`config.mk`:
```
export PLATFORM = sky130hd
export DESIGN_NAME = i2c_master_byte_writer
export DESIGN_NICKNAME = d
export VERILOG_FILES = /design/src/hw/rtl/i2cbw_pkg.sv /design/src/hw/rtl/i2cbw_step.sv /design/src/hw/rtl/i2c_master_byte_writer.sv
export SDC_FILE = /design/constraint.sdc
export NUM_CORES = 1
export LEC_CHECK = 0
export BUFFER_PORTS_ARGS = -buffer_cell sky130_fd_sc_hd__buf_2
export CORE_ASPECT_RATIO = 1.2
export CORE_MARGIN = 4
export CORE_UTILIZATION = 40
export DETAILED_ROUTE_END_ITERATION = 12
export MAX_ROUTING_LAYER = met4
export PLACE_DENSITY = 0.59
export SLEW_MARGIN = 20
export SYNTH_ARGS = -nofsm -noshare
export SYNTH_HDL_FRONTEND = slang
export SYNTH_HIERARCHICAL = 1
export SYNTH_SLANG_ARGS = --single-unit
export TNS_END_PERCENT = 10
```
`constraint.sdc`:
```
create_clock -name clock -period 3.9 [get_ports clock]
set_clock_uncertainty 0.2 [all_clocks]
set_input_delay 0.39 -clock clock [delete_from_list [all_inputs] [get_ports clock]]
set_output_delay 0.39 -clock clock [all_outputs]
set_load 0.02 [all_outputs]
```
`src/hw/rtl/i2cbw_pkg.sv`:
```
// Package for the I2C master byte writer: sequencer phase codes, input mode
// codes and the bundle of sequencer state shared by the step logic and top level.
// No dependencies.
`default_nettype none

package i2cbw_pkg;

   // Sequencer phases
   typedef enum logic [3:0] {
      PH_IDLE     = 4'd0,
      PH_ST_CHECK = 4'd1,
      PH_ST_D1    = 4'd2,
      PH_ST_D2    = 4'd3,
      PH_ST_D3    = 4'd4,
      PH_SP_D1    = 4'd5,
      PH_SP_D2    = 4'd6,
      PH_SP_D3    = 4'd7,
      PH_WB_LOW   = 4'd8,
      PH_WB_STR   = 4'd9,
      PH_WB_HIGH  = 4'd10,
      PH_AK_LOW   = 4'd11,
      PH_AK_STR   = 4'd12,
      PH_AK_HIGH  = 4'd13
   } phase_type;

   // Item kinds carried on the request side
   typedef enum logic [1:0] {
      MODE_TICK  = 2'd0,
      MODE_START = 2'd1,
      MODE_STOP  = 2'd2,
      MODE_WRITE = 2'd3
   } mode_type;

   // Configuration register indexes
   localparam logic CSR_HALF_PERIOD   = 1'b0;
   localparam logic CSR_STRETCH_LIMIT = 1'b1;

   localparam int HALF_W    = 10;
   localparam int STRETCH_W = 12;

   localparam logic [HALF_W-1:0]    HALF_PERIOD_RST   = 10'd42;
   localparam logic [STRETCH_W-1:0] STRETCH_LIMIT_RST = 12'd690;
   localparam logic [3:0]           BITS_PER_BYTE     = 4'd8;

   // Sequencer state
   typedef struct packed {
      phase_type             phase;
      logic [7:0]            shift_byte;
      logic [3:0]            bit_count;
      logic [HALF_W-1:0]     wait_count;
      logic [STRETCH_W-1:0]  stretch_count;
      logic                  scl_low;
      logic                  sda_low;
      logic                  nack;
   } seq_state_type;

   // Per-item flags from the step logic
   typedef struct packed {
      logic done;
      logic status;
   } step_flags_type;

endpackage

`default_nettype wire

```
`src/hw/rtl/i2cbw_step.sv`:
```
// Next-state logic of the I2C write sequencer: advances one item (tick or
// command) given the current state and the sampled pins. Uses i2cbw_pkg.
`default_nettype none

module i2cbw_step
   import i2cbw_pkg::*;
(
   input  seq_state_type          cur,
   input  mode_type               mode,
   input  logic [7:0]             data_byte,
   input  logic                   scl_in,
   input  logic                   sda_in,
   input  logic [HALF_W-1:0]      half_period,
   input  logic [STRETCH_W-1:0]   stretch_limit,
   output seq_state_type          nxt,
   output step_flags_type         flags
);

   logic                 delay_end;
   logic [HALF_W-1:0]    wait_dec;
   logic                 stretch_end;
   logic [STRETCH_W-1:0] stretch_inc;
   logic [3:0]           bit_inc;

   // Delay and stretch counters
   assign delay_end   = (cur.wait_count <= HALF_W'(1));
   assign wait_dec    = delay_end ? '0 : cur.wait_count - HALF_W'(1);
   assign stretch_end = scl_in || (cur.stretch_count >= stretch_limit);
   assign stretch_inc = cur.stretch_count + STRETCH_W'(1);
   assign bit_inc     = cur.bit_count + 4'd1;

   // Advance one item
   always_comb begin
      nxt          = cur;
      flags.done   = 1'b0;
      flags.status = 1'b0;
      case (cur.phase)
         PH_ST_CHECK: begin
            if (!sda_in) begin
               flags.done   = 1'b1;
               flags.status = 1'b1;
               nxt.phase    = PH_IDLE;
            end else begin
               nxt.wait_count = half_period;
               nxt.phase      = PH_ST_D1;
            end
         end
         PH_ST_D1, PH_ST_D2, PH_SP_D1, PH_SP_D2: begin
            nxt.wait_count = wait_dec;
            if (delay_end) begin
               nxt.wait_count = half_period;
               case (cur.phase)
                  PH_ST_D1: begin
                     nxt.sda_low = 1'b1;
                     nxt.phase   = PH_ST_D2;
                  end
                  PH_ST_D2: begin
                     nxt.scl_low = 1'b1;
                     nxt.phase   = PH_ST_D3;
                  end
                  PH_SP_D1: begin
                     nxt.scl_low = 1'b0;
                     nxt.phase   = PH_SP_D2;
                  end
                  default: begin
                     nxt.sda_low = 1'b0;
                     nxt.phase   = PH_SP_D3;
                  end
               endcase
            end
         end
         PH_ST_D3, PH_SP_D3, PH_AK_HIGH: begin
            nxt.wait_count = wait_dec;
            if (delay_end) begin
               flags.done = 1'b1;
               nxt.phase  = PH_IDLE;
            end
         end
         PH_WB_LOW, PH_AK_LOW: begin
            nxt.wait_count = wait_dec;
            if (delay_end) begin
               nxt.scl_low       = 1'b0;
               nxt.stretch_count = '0;
               nxt.phase         = (cur.phase == PH_WB_LOW) ? PH_WB_STR : PH_AK_STR;
            end
         end
         PH_WB_STR, PH_AK_STR: begin
            if (stretch_end) begin
               nxt.wait_count = half_period;
               if (cur.phase == PH_WB_STR) begin
                  nxt.phase = PH_WB_HIGH;
               end else begin
                  nxt.nack  = sda_in;
                  nxt.phase = PH_AK_HIGH;
               end
            end else begin
               nxt.stretch_count = stretch_inc;
            end
         end
         PH_WB_HIGH: begin
            nxt.wait_count = wait_dec;
            if (delay_end) begin
               nxt.shift_byte = {cur.shift_byte[6:0], 1'b0};
               nxt.bit_count  = bit_inc;
               nxt.scl_low    = 1'b1;
               nxt.wait_count = half_period;
               if (bit_inc >= BITS_PER_BYTE) begin
                  // release SDA for the acknowledge clock
                  nxt.sda_low = 1'b0;
                  nxt.phase   = PH_AK_LOW;
               end else begin
                  nxt.sda_low = ~cur.shift_byte[6];
                  nxt.phase   = PH_WB_LOW;
               end
            end
         end
         default: begin
            // idle: take a command, drop a tick
            nxt.phase = PH_IDLE;
            case (mode)
               MODE_START: begin
                  nxt.scl_low = 1'b0;
                  nxt.sda_low = 1'b0;
                  nxt.phase   = PH_ST_CHECK;
               end
               MODE_STOP: begin
                  nxt.scl_low    = 1'b1;
                  nxt.sda_low    = 1'b1;
                  nxt.wait_count = half_period;
                  nxt.phase      = PH_SP_D1;
               end
               MODE_WRITE: begin
                  nxt.shift_byte = data_byte;
                  nxt.bit_count  = '0;
                  nxt.scl_low    = 1'b1;
                  nxt.sda_low    = ~data_byte[7];
                  nxt.wait_count = half_period;
                  nxt.phase      = PH_WB_LOW;
               end
               default: begin
                  nxt.phase = PH_IDLE;
               end
            endcase
         end
      endcase
   end

endmodule

`default_nettype wire

```
`src/hw/rtl/i2c_master_byte_writer.sv`:
```
// I2C master byte writer top level: request/response streams, configuration
// registers, sequencer state and the result register. Uses i2cbw_pkg, i2cbw_step.
`default_nettype none

// Open-drain I2C master for start, stop and byte-write sequences. Each request
// transfer is one timing tick (tuser = 0) or a command (1 start, 2 stop,
// 3 write byte) together with the sampled SCL and SDA pin levels; every request
// gives exactly one response with the line drives, ready, done, nack and
// status. Commands are taken only while ready is shown; a command while busy
// counts as a tick. The block takes one request per clock cycle into the
// response register; a request is taken whenever the response register is
// empty or is being drained in the same cycle, so rate is set only by the
// response side's tready. Write half_period and stretch_limit only while no
// command is in progress.
module i2c_master_byte_writer
   import i2cbw_pkg::*;
(
   input  wire logic        clock,
   input  wire logic        reset,
   // request stream
   input  wire logic        req_tvalid,
   output logic             req_tready,
   input  wire logic [1:0]  req_tuser,   // [1:0] mode
   input  wire logic [15:0] req_tdata,   // [7:0] data_byte, [8] scl_in, [9] sda_in
   // response stream
   output logic             rsp_tvalid,
   input  wire logic        rsp_tready,
   output logic [7:0]       rsp_tdata,   // [0] scl_drive_low, [1] sda_drive_low,
                                         // [2] ready_res, [3] done_res, [4] nack,
                                         // [5] status
   // configuration writes
   input  wire logic        csr_valid,
   output logic             csr_ready,
   input  wire logic        csr_index,
   input  wire logic [11:0] csr_data
);

   logic [HALF_W-1:0]    half_period_ff;
   logic [STRETCH_W-1:0] stretch_limit_ff;
   seq_state_type        state_ff;
   seq_state_type        state_in;
   step_flags_type       flags;
   logic                 rsp_valid_ff;
   logic [5:0]           rsp_data_ff;
   logic [5:0]           rsp_data_in;
   logic                 req_xfer;

   // Configuration registers
   assign csr_ready = 1'b1;

   always_ff @(posedge clock) begin
      if (reset) begin
         half_period_ff   <= HALF_PERIOD_RST;
         stretch_limit_ff <= STRETCH_LIMIT_RST;
      end else if (csr_valid) begin
         case (csr_index)
            CSR_HALF_PERIOD:   half_period_ff   <= csr_data[HALF_W-1:0];
            CSR_STRETCH_LIMIT: stretch_limit_ff <= csr_data;
            default:           half_period_ff   <= half_period_ff;
         endcase
      end
   end

   // Accept while the response register is free or draining
   assign req_tready = !rsp_valid_ff || rsp_tready;
   assign req_xfer   = req_tvalid && req_tready;

   i2cbw_step u_step (
      .cur           (state_ff),
      .mode          (mode_type'(req_tuser)),
      .data_byte     (req_tdata[7:0]),
      .scl_in        (req_tdata[8]),
      .sda_in        (req_tdata[9]),
      .half_period   (half_period_ff),
      .stretch_limit (stretch_limit_ff),
      .nxt           (state_in),
      .flags         (flags)
   );

   assign rsp_data_in = {flags.status, state_in.nack, flags.done,
                         (state_in.phase == PH_IDLE),
                         state_in.sda_low, state_in.scl_low};

   // Sequencer state: advance on each request transfer
   always_ff @(posedge clock) begin
      if (reset) begin
         state_ff <= '{phase: PH_IDLE, default: '0};
      end else if (req_xfer) begin
         state_ff <= state_in;
      end
   end

   // Response register
   always_ff @(posedge clock) begin
      if (reset) begin
         rsp_valid_ff <= 1'b0;
      end else if (req_xfer) begin
         rsp_valid_ff <= 1'b1;
      end else if (rsp_tready) begin
         rsp_valid_ff <= 1'b0;
      end
   end

   always_ff @(posedge clock) begin
      if (req_xfer) begin
         rsp_data_ff <= rsp_data_in;
      end
   end

   assign rsp_tvalid = rsp_valid_ff;
   assign rsp_tdata  = {2'b00, rsp_data_ff};

   // Checks
   a_done_is_idle: assert property (@(posedge clock) disable iff (reset)
      (rsp_valid_ff && rsp_data_ff[3]) |-> rsp_data_ff[2])
      else $error("done reported while sequencer not idle");

   a_status_on_done: assert property (@(posedge clock) disable iff (reset)
      (rsp_valid_ff && rsp_data_ff[5]) |-> rsp_data_ff[3])
      else $error("start abort reported without done");

   a_check_lines_released: assert property (@(posedge clock) disable iff (reset)
      (state_ff.phase == PH_ST_CHECK) |-> (!state_ff.scl_low && !state_ff.sda_low))
      else $error("lines driven during start check");

   a_busy_no_new_cmd: assert property (@(posedge clock) disable iff (reset)
      (req_xfer && state_ff.phase == PH_WB_LOW) |=> (state_ff.phase == PH_WB_LOW
         || state_ff.phase == PH_WB_STR))
      else $error("bit low phase left to an unexpected phase");

endmodule

`default_nettype wire
```
==> out/qor.txt, run 1 <==
Status = completed
Cell mode on critical path = a21oi_1
Final #Nets = 706
R2R cell count = 8
Worst Path Required = 3920 ps
Slowest-stage cell, CP = nor4_2
Max VDD drop = 179 uV
Startpoint types = flip-flop
Critical Path End Type = flip-flop
DR DRC count = 0
Chip Height = 129 um
Largest delay share family, worst path = compound AO/OA/AOI/OAI gates
Vias/cell = 5.75
Critical path class = reg -> reg
Row cnt = 44
Root buf cell = clkbuf_16
Initial core utilization = 40.6%
Total CTS buffers = 9
FF-to-FF End = state_ff[3]$_SDFFE_PP0P_
Clock Path Buffers = 2
Worst-path clk slew = 50 ps
Number of port buffers = 37
Largest net degree at the start of global routing = 84
Fin Setup TNS = 0 ps
Worst path arrival time = 3240 ps
Worst path cell trace = nor4_2, o211ai_1, a21oi_1, o2111ai_1, a311o_1, mux2_2, nand3_1, a21oi_1
DP Wirelength = 8.82 mm
Ratio of cells with drive above 1 in the final layout = 16.2%
CTS tree = yes
CP endpoint = state_ff[3]$_SDFFE_PP0P_
Post-layout util = 44.7%
Pre-CTS setup slack = 780 ps
Clk Latency, worst-skew pair = 330 ps
Final setup viols = 0
DR WL/cell = 15.6 um
Post-CTS Setup Bufs = 0
Fillers = 1,258
Worst r2r src = state_ff[19]$_SDFFE_PP0P_
Syn-to-layout area delta = 10.1%
First-pass GRT wire length = 21.2 mm
CP Max Fanout = 11
GPL Wtd Cong = 0.908
N_diodes = 0
CP peak stage delay = 590 ps
H-tree Lvls = 3
Gr ovfl total = 0
Syn avg cell area = 7.59 sq um
GRT Overall Usage = 19.1%
Final Max Tran Viols = 0
Worst slew pin tran = 1030 ps
Commonest non-fill, non-tap cell in the layout = a21oi_1
F_max = 310 MHz
I/O Pins = 47
Post-Place Cells = 801
Final Cycle Share = 82.6%
Worst Hold Path Cells = 3
Routed vias = 4,693
Synthesized cell area = 4900 sq um
Worst reg2reg setup slack = 680 ps
Most frequent cells in the layout = a21oi_1 (84), nand2_1 (83), dfxtp_1 (63), nand3_1 (50), buf_2 (37)
RSZ-0062 raised after global routing = no
Die area = 14,100 sq um
Final hold violations = 0
Bufs and invs on worst path = 0
DR iter-0 viols = 341
Num Clock Sinks = 69
Cells after Synth = 646
Die width = 109 um
Hold Path Class = in -> reg
Non-Filler Instances = 816
CP Depth = 8
Core ar. = 12,100 sq um
Critical path origin = state_ff[19]$_SDFFE_PP0P_
PD cells = 394 nW/um^2
TritonRoute pass-1 iters = 5
Min Clock Period, post-route = 3220 ps
Synth Warn # = 6
Post-DRT Antenna Nets = 0
Initial antenna violation count = 0
Number of gates resized after cts = 0
Post-Route WL = 12.8 mm
Vias in the first global route = 4,363
Leakage Power = 2.06 nW
Hold-fix buffers, CTS = 0
Final worst slack = 679 ps
Max cap viols = 0
Relative max-transition margin = 30.5%
[routing by layer]
metal	track usage [%]	up-vias	wire, um
met5	-	-	0
met4	5.87	0	168
met3	3.24	14	628
met2	30.4	137	6120
met1	24.9	2195	5830
li1	-	2347	-
[state kept, by name, summed over array words and instances, names as in the netlist]
name / count
rsp_tvalid: 1
stretch_limit_ff: 12
state_ff: 40
rsp_data_ff: 6
half_period_ff: 10
[area by class of cell]
class	count	area, sq um	area share, %
clock buffers	13	250	4.64
flip-flops and latches	69	1440	26.7
inverters	35	131	2.44
clock inverters	2	10.0	0.186
repair buffers	47	280	5.19
multi-input cells	489	3080	57.1
well taps	161	201	3.73
[report_power, final]
group / total (mW) / internal, mW / switching (mW)
clock network: 0.739 / 0.442 / 0.296
registers: 0.803 / 0.759 / 0.0443
logic: 0.584 / 0.222 / 0.362
[worst min path at each step]
| stage | startpoint | endpoint | slack, ps |
|---|---|---|---|
| floorplan | half_period_ff[0]$_SDFFE_PP0P_ | half_period_ff[0]$_SDFFE_PP0P_ | 240 |
| global placement | stretch_limit_ff[11]$_SDFFE_PP0P_ | stretch_limit_ff[11]$_SDFFE_PP0P_ | 250 |
| global route | csr_data[7] | stretch_limit_ff[7]$_SDFFE_PP1P_ | 110 |
| detailed placement | stretch_limit_ff[11]$_SDFFE_PP0P_ | stretch_limit_ff[11]$_SDFFE_PP0P_ | 250 |
| finish | csr_data[7] | stretch_limit_ff[7]$_SDFFE_PP1P_ | 100 |
| CTS | csr_data[1] | stretch_limit_ff[1]$_SDFFE_PP1P_ | 90 |
[per-stage QoR]
stage	hold WS (ps)	total power, mW	cell area [sq um]
floorplan	236	1.24	4900
global placement	247	1.38	5110
detailed placement	247	1.39	5130
CTS	94.4	2.14	5400
global route	115	2.25	5400
finish	104	2.13	5400
[worst register-to-register path: stages (launching register included)]
cell,delay (ps)
dfxtp_1,350
nor4_2,590
o211ai_1,380
a21oi_1,240
o2111ai_1,460
a311o_1,480
mux2_2,270
nand3_1,60
a21oi_1,80
(Power assumes the default switching activity.)
==> run 2, diff against run 1 <==
- clock period: 3.9 -> 3.3 ns (I/O delays scaled with it)
==> run 2 against run 1 <==
Effect of this change: largest power group unchanged; setup slack lost 430 ps; hold slack got worse by 58 ps; cell area grew 1.5%; maximum frequency is 5.5% higher; cell count grew 1.1%; sequential share of layout area fell by 0.38 points; clock power increased by 22%.
==> out/qor.txt, run 2 (synthesis gave the netlist of run 1 again) <==
I/O Pins = 47
Die width = 109 um
DR WL/cell = 15.2 um
CP Max Fanout = 6
Number of port buffers = 37
Num Clock Sinks = 69
RSZ-0062 raised after global routing = no
Post-Route WL = 12.5 mm
Vias/cell = 5.66
Final setup viols = 0
Final hold violations = 0
Clk Latency, worst-skew pair = 330 ps
Syn-to-layout area delta = 11.7%
Non-Filler Instances = 825
Number of gates resized after cts = 0
Number of flip-flops in the largest register = 40
Worst path cell trace = inv_1, ha_1, nand2b_1, a2111o_1, a31o_1, a311o_1, nand2b_4, a221o_1, nand3_1, a21oi_1
F_max = 328 MHz
Critical path class = reg -> reg
Routed vias = 4,670
Hold-fix buffers, CTS = 0
Fin Setup TNS = 0 ps
Worst-path clk slew = 60 ps
Startpoint types = flip-flop
Reg with most FFs = state_ff
Max cap viols = 0
Min Clock Period, post-route = 3050 ps
TritonRoute pass-1 iters = 6
CP peak stage delay = 460 ps
Largest net degree at the start of global routing = 64
H-tree Lvls = 3
GPL Wtd Cong = 0.852
Ratio of cells with drive above 1 in the final layout = 17.6%
Post-layout util = 45.4%
Post-CTS Setup Bufs = 0
PD cells = 468 nW/um^2
DP Wirelength = 8.91 mm
Leakage Power = 2.11 nW
Total CTS buffers = 9
Critical Path End Type = flip-flop
Gr ovfl total = 0
Core ar. = 12,100 sq um
Clock Path Buffers = 2
DR iter-0 viols = 413
Chip Height = 129 um
Commonest non-fill, non-tap cell in the layout = a21oi_1
Final #Nets = 715
Initial antenna violation count = 0
Final Max Tran Viols = 0
Final Cycle Share = 92.5%
Post-DRT Antenna Nets = 0
DR DRC count = 0
First-pass GRT wire length = 21.6 mm
Largest delay share family, worst path = compound AO/OA/AOI/OAI gates
Top Registers = state_ff x40, stretch_limit_ff x12, half_period_ff x10
CTS tree = yes
Hold WS = 45.6 ps
Vias in the first global route = 4,445
Hold Path Class = in -> reg
N_diodes = 0
Worst slew pin tran = 916 ps
Worst Path Required = 3290 ps
Root buf cell = clkbuf_16
Max VDD drop = 269 uV
Bufs and invs on worst path = 1
Row cnt = 44
Die area = 14,100 sq um
Post-Place Cells = 810
Worst path arrival time = 3040 ps
Initial core utilization = 40.6%
Status = completed
Most frequent cells in the layout = a21oi_1 (84), nand2_1 (83), dfxtp_1 (63), nand3_1 (50), buf_2 (36)
Relative max-transition margin = 38.4%
Slowest-stage cell, CP = a311o_1
GRT Overall Usage = 19.4%
[run 2: per-layer routing]
layer	vias to the layer above	track usage [%]	part of all wire [%]	routed length, um
met2	129	30.2	46	5780
met1	2159	25.5	47	5950
met4	0	6.46	1.9	240
li1	2366	-	-	-
met3	16	3.04	4.5	563
met5	-	-	0	0
[run 2: final cells by class]
type	count	area [sq um]
Fill cell	1236	6580
Multi-Input combinational cell	489	3080
Sequential cell	69	1440
Timing Repair Buffer	56	343
Clock buffer	11	254
Tap cell	161	201
Inverter	35	131
Clock inverter	4	22.5
[run 2: worst reg2reg max path, cell delays in order (launching register included)]
cell	delay [ps]
dfxtp_1	390
inv_1	60
ha_1	280
nand2b_1	150
a2111o_1	450
a31o_1	230
a311o_1	460
nand2b_4	210
a221o_1	350
nand3_1	70
a21oi_1	70
[run 2: final timing paths]
kind                                                   startpoint                           endpoint  slack (ps)  depth (start not counted)
worst max-delay path                     state_ff[3]$_SDFFE_PP0P_          state_ff[21]$_SDFFE_PP0P_         250                         10
worst min-delay path                                  csr_data[3]     half_period_ff[3]$_SDFFE_PP1P_          50                          3
worst max register to register           state_ff[3]$_SDFFE_PP0P_          state_ff[21]$_SDFFE_PP0P_         250                         10
worst min register to register  stretch_limit_ff[11]$_SDFFE_PP0P_  stretch_limit_ff[11]$_SDFFE_PP0P_         260                          2
[run 2: power by group]
group	leakage [nW]	switching, mW	internal (mW)	total [mW]
registers	0.573	0.0530	0.897	0.950
clock network	0.136	0.356	0.546	0.902
logic	1.40	0.429	0.279	0.708
total	2.11	0.839	1.72	2.56
[run 2: through the flow]
step	setup slack, ps	power (mW)	cell area (sq um)
after floorplan	503	1.46	4900
after global placement	230	1.65	5190
after detailed placement	214	1.66	5190
after CTS	197	2.58	5470
after global routing	83.3	2.71	5470
final	247	2.56	5470
==> run 3, diff against run 2 <==
- PLACE_DENSITY: 0.59 -> 0.61
- clock period: 3.3 -> 2.73 ns (I/O delays scaled with it)
==> run 3 against run 2 <==
Effect of this change: register-to-register slack lost 210 ps; utilization up 4.9 points; sequential power rose by 20%; maximum frequency rose by 13%; sequential share of layout area fell by 2.5 points; flip-flop and latch count did not move; count of clock-buffer cells in the layout increased by 3; hold slack got worse by 32 ps; non-clock buffer count increased by 48.
==> out/qor.txt, run 3 (synthesis gave the netlist of run 1 again) <==
Startpoint types = flip-flop
Post-Route WL = 13.6 mm
Hold WS = 13.4 ps
Chip Height = 129 um
CP endpoint = state_ff[21]$_SDFFE_PP0P_
Final Max Tran Viols = 0
Post-DRT Antenna Nets = 0
GRT Overall Usage = 20.0%
R2R cell count = 10
CTS tree = yes
Final hold violations = 0
Syn-to-layout area delta = 23.6%
Min Clock Period, post-route = 2690 ps
Die width = 109 um
TritonRoute pass-1 iters = 5
Worst slew pin tran = 707 ps
Core ar. = 12,100 sq um
Initial core utilization = 40.6%
Leakage Power = 2.42 nW
Commonest non-fill, non-tap cell in the layout = nand2_1
DP Wirelength = 9.75 mm
Ratio of cells with drive above 1 in the final layout = 25.7%
Relative max-transition margin = 52.9%
Max VDD drop = 268 uV
Worst-path clk slew = 60 ps
Total CTS buffers = 9
CP Max Fanout = 4
Vias/cell = 5.69
Num Clock Sinks = 69
Worst r2r src = state_ff[3]$_SDFFE_PP0P_
F_max = 372 MHz
DR WL/cell = 15.6 um
Worst reg2reg setup slack = 40 ps
Post-layout util = 50.3%
FF-to-FF End = state_ff[21]$_SDFFE_PP0P_
Final #Nets = 763
First-pass GRT wire length = 22.3 mm
Final setup viols = 0
Largest net degree at the start of global routing = 50
Final Power = 3.30 mW
Row cnt = 44
Vias in the first global route = 4,723
RSZ-0062 raised after global routing = yes
Worst path arrival time = 2710 ps
Worst Path Required = 2750 ps
DR DRC count = 0
Critical Path End Type = flip-flop
Most frequent cells in the layout = nand2_1 (83), a21oi_1 (80), dfxtp_1 (59), buf_4 (54), nand3_1 (49)
GPL Wtd Cong = 0.899
Reg with most FFs = state_ff
Critical path origin = state_ff[3]$_SDFFE_PP0P_
Hold Path Class = in -> reg
Die area = 14,100 sq um
Gr ovfl total = 0
Number of port buffers = 37
Critical path class = reg -> reg
Clk Latency, worst-skew pair = 330 ps
Clock Path Buffers = 2
DR iter-0 viols = 420
Status = completed
Top Registers = state_ff x40, stretch_limit_ff x12, half_period_ff x10
PD cells = 544 nW/um^2
I/O Pins = 47
Max cap viols = 0
Routed vias = 4,970
Root buf cell = clkbuf_16
Final Cycle Share = 98.6%
Initial antenna violation count = 0
Number of flip-flops in the largest register = 40
N_diodes = 0
H-tree Lvls = 3
[run 3: worst min path at each step]
stage | startpoint | slack (ps) | end | cells past startpoint
CTS | csr_data[9] | 3 | half_period_ff[9]$_SDFFE_PP0P_ | 3
global placement | stretch_limit_ff[8]$_SDFFE_PP0P_ | 250 | stretch_limit_ff[8]$_SDFFE_PP0P_ | 2
global route | csr_data[9] | 20 | half_period_ff[9]$_SDFFE_PP0P_ | 3
finish | csr_data[8] | 10 | half_period_ff[8]$_SDFFE_PP0P_ | 3
detailed placement | stretch_limit_ff[10]$_SDFFE_PP0P_ | 250 | stretch_limit_ff[10]$_SDFFE_PP0P_ | 2
floorplan | csr_data[1] | 190 | stretch_limit_ff[1]$_SDFFE_PP1P_ | 2
[run 3: layer usage]
layer | wire length (um) | global-route usage, % | vias up | share of wire, %
met5 | 0 | - | - | 0
met4 | 246 | 7.13 | 0 | 1.8
met3 | 497 | 3.34 | 20 | 3.6
met2 | 6750 | 33.9 | 127 | 50
met1 | 6140 | 23.9 | 2363 | 45
li1 | - | - | 2460 | -
[run 3: worst max-delay path, stage by stage (launching register included)]
cell	delay [ps]
dfxtp_2	330
inv_2	40
ha_4	200
nand2b_4	130
a2111o_1	460
a31o_1	270
a311o_1	310
nand2b_4	170
a221o_1	350
nand3_1	70
a21oi_1	60
[run 3: area by class of cell]
cell class,instances,area (sq um)
inverter,35,131
fill,1154,6000
sequential,69,1450
multi-input combinational,489,3240
clock inverter,2,12.5
clock buffer,14,295
tap,161,201
timing repair buffer,104,733
[run 3: per-stage QoR]
| stage | setup slack [ps] | std cells | area, sq um | setup TNS, ps |
|---|---|---|---|---|
| after CTS | -6.28 | 873 | 5890 | -6.62 |
| after global routing | -61.0 | 874 | 6060 | -213 |
| after detailed placement | -33.5 | 847 | 5470 | -132 |
| after global placement | -15.5 | 847 | 5470 | -15.9 |
| after floorplan | 6.66 | 647 | 4910 | 0 |
| final | 39.4 | 874 | 6060 | 0 |
[run 3: what timing repair did]
| action | 4_1_cts | 5_1_grt |
|---|---|---|
| gates resized for setup | 3 | 31 |
| hold buffers | 10 | 0 |
| endpoints found under the hold margin | 11 | 0 |
| endpoints found under the setup margin | 7 | 22 |
| buffers inserted | 0 | 1 |
| pin swaps | 1 | 12 |
[run 3: power by group]
group,internal (mW),switching [mW],total [mW],leakage [nW]
clock,0.744,0.435,1.18,0.150
sequential,1.08,0.0545,1.14,0.575
combinational,0.410,0.571,0.981,1.70
total,2.24,1.06,3.30,2.42
